File: src/hdl/gjk_ram.sv
// Generic single-write, single-read RAM with registered read data.
`default_nettype none
module gjk_ram #(
	parameter int WIDTH = 32,
	parameter int DEPTH = 64
) (
	input  wire logic                     clk,
	input  wire logic                     we,
	input  wire logic [$clog2(DEPTH)-1:0] waddr,
	input  wire logic [WIDTH-1:0]         wdata,
	input  wire logic [$clog2(DEPTH)-1:0] raddr,
	output logic      [WIDTH-1:0]         rdata
);
	logic [WIDTH-1:0] mem [DEPTH];

	always_ff @(posedge clk) begin
		if (we) begin
			mem[waddr] <= wdata;
		end
		rdata <= mem[raddr];
	end
endmodule
`default_nettype wire

File: config.mk
export PLATFORM = sky130hd
export DESIGN_NAME = gjk_ram
export DESIGN_NICKNAME = d
export VERILOG_FILES = /design/src/hdl/gjk_ram.sv
export SDC_FILE = /design/constraint.sdc
export NUM_CORES = 2
export LEC_CHECK = 0
export BUFFER_PORTS_ARGS = -buffer_cell sky130_fd_sc_hd__buf_2
export CAP_MARGIN = 40
export CORE_MARGIN = 10
export CORE_UTILIZATION = 55
export CTS_CLUSTER_DIAMETER = 60
export DETAILED_ROUTE_END_ITERATION = 10
export PLACE_DENSITY = 0.78
export SETUP_SLACK_MARGIN = 0.3
export SLEW_MARGIN = 25
export SYNTH_ARGS = -nofsm -noshare
export SYNTH_HDL_FRONTEND = slang
export SYNTH_SLANG_ARGS = --single-unit
export TNS_END_PERCENT = 50
File: constraint.sdc
create_clock -name clk -period 3.7 [get_ports clk]
set_input_delay 0.185 -clock clk [delete_from_list [all_inputs] [get_ports clk]]
set_output_delay 0.185 -clock clk [all_outputs]
set_load 0.03 [all_outputs]
==> metrics.yaml <==
outcome:
  status: "completed"
detailed_routing:
  vias: 38973
  wl_per_cell_um: 36.4
  ant_nets: 0
  initialDrtViolationCount: 6352
  drc: 0
  routed_via_density: 6.81
  routed_wirelength_um: 208000
  firstDrtPassIters: 5
clocking:
  cts-root-buf: "clkbuf_16"
  ctsResizeCount: 0
  cts_tree: "done"
  cts_sinks: 2080
  clk_pin_slew_ps: 60
  cts_made_buffers: 191
  max-clock-path-buffers: 3
  clk_latency_ps: 840
  cts_setup_buffers: 0
  htree_levels: 4
  cts_hold_repair.buffers: 28
synth:
  syn-cell-area_um2: 78500
  ys_ff_latch: 2080
  avgSynthCellArea_um2: 23.6
  yosysSeqAreaShare: 0.791
  netlist.area_leader.share: 0.783
  ys_warn_count: 0
  synth_top_cell_by_area: "edfxtp_1"
  ys_types: 34
  synth_fp_nets: 3370
  synth_cells: 3324
  ys_top_cells_by_area: "edfxtp_1 (78%), mux4_2 (16%), mux2i_1 (1.2%), dfxtp_1 (0.82%), o22ai_1 (0.67%)"
min_path:
  hold_path.class: "in2reg"
finish:
  area_growth_pct: 14.1
  fillers: 8744
  fin_util: 0.632
  drive_above_1_share: 0.310
  fin_nets: 3704
  layout_common_cells: "edfxtp_1 (2048), mux4_2 (544), clkbuf_16 (195)"
  layout_commonest_cell: "edfxtp_1"
critical_path:
  crit_type: "in2reg"
  startpoint_type: "input pin"
  cp-end-kind: "register"
  worstPathArrival_ps: 3160
  crit_fanout: 50
  rrSetupSlack_ps: 1230
  cp_data_required_time_ps: 4380
power_and_ir_drop:
  comb_power_share: 0.056
  seqPwrFrac: 0.541
  clkPwrFrac: 0.403
  p_per_area_nw_per_um2: 541
  power.leakage_nw: 28.1
  p_sw_frac: 0.216
  p_total_w: 0.0485
  p_int_w: 0.0380
  power.switching_w: 0.0105
  ir_drop_v: 0.000489
floorplan:
  num_io_pins: 78
  rows: 138
  die_y_um: 398
  core_area_um2: 142000
  start_util: 0.554
  dieArea_um2: 158000
  die_width_um: 398
timing:
  clock_skew_ps: 30.0
  max-slew-margin-rel: 0.368
  hold_violations: 0
  worst_slew_pin_slew_ps: 948
  setup_viol: 0
  drv_slew: 0
  rsz0062_at_grt: "no"
  finalCritPeriodShare: 0.670
  fmax_mhz: 403
  setup_tns_ps: 0
  min_period_ps: 2480
  timing.final.ws_setup_ps: 1220
grt:
  grt_pass1_wl_um: 296000
  grt_pass1_vias: 39391
  grt_antenna_before_repair: 15
  grt_max_degree: 65
  grt-ovfl-total: 0
  track_usage: 0.264
placed_design:
  hpwl_um: 117000
  io_buffers: 77
  post-place-ws_ps: 501
  gp_congestion: 0.837
job:
  cap_violations: 0
## synth_stat cells (all sizes together)
master	instances
o22ai	84
nand3	5
clkbuf	74
a41o	4
edfxtp	2048
and3	4
or3	3
a31oi	1
nor2	137
nand2b	8
nor3	7
nand4	2
buf	108
or3b	5
a21oi	62
nand2	26
o32ai	4
o221ai	27
or2	3
dfxtp	32
nand4b	1
nand3b	5
mux2i	93
and2	2
mux4	544
nor2b	15
a311oi	8
a22oi	12
## state kept, by name, summed over array words and instances (netlist names)
register  cells
rdata        32
mem        2048
## routing by layer
layer  vias to the layer above  share of wire  track usage
met5                         -        0.00013            0
met4                         4          0.050        0.121
met3                       518           0.13       0.0686
met2                      3118           0.48        0.414
met1                     20387           0.34        0.351
li1                      14946              -            -
## worst paths after layout
check / start / to / cells after the start
min: waddr[2] / mem[52][5] / 3
max reg2reg: mem[43][3] / rdata[3] / 4
max: raddr[1] / rdata[18] / 7
min reg2reg: mem[12][20] / rdata[20] / 4
## critical path, stage by stage
cell and delay [ps]:
buf_8 490, buf_12 370, buf_4 340, mux4_2 400
mux4_2 510, o22ai_1 570, nor2_1 190
## area by class of cell
class / count / area (um2) / share of cell area
clock inverters: 102 / 973 / 0.0109
flip-flops and latches: 2080 / 62100 / 0.694
diodes: 5 / 12.5 / 0.000140
well taps: 1890 / 2360 / 0.0264
repair buffers: 323 / 2920 / 0.0326
multi-input cells: 1062 / 16000 / 0.178
clock buffers: 257 / 5200 / 0.0581
## kinds of logic (layout without fill, tap and decap cells)
group	after synthesis	after routing	share of synthesized area
DFF	2080	2080	0.791
and+or+nand+nor	223	223	0.0127
muxes	637	637	0.168
other	0	5	0
buffers and inverters	182	682	0.0113
AOI/OAI and AO/OA	202	202	0.0167
## stage by stage
step | instance area [um2] | hold WS, ps | instances
2_1_floorplan | 78500 | 284 | 3324
3_3_place_gp | 82700 | 626 | 5303
3_5_place_dp | 83000 | 622 | 5317
4_1_cts | 89400 | 11.1 | 5704
5_1_grt | 89600 | 43.5 | 5714
6_report | 89600 | 49.4 | 5719
## power groups by stage
stage | sequential [W] | combinational [W] | clock (W)
floorplan | 0.0267 | 0.00127 | 0
global placement | 0.0267 | 0.00252 | 0
detailed placement | 0.0267 | 0.00261 | 0
CTS | 0.0262 | 0.00267 | 0.0196
global route | 0.0262 | 0.00281 | 0.0205
finish | 0.0262 | 0.00271 | 0.0195
Power figures use the tool's default switching activity.
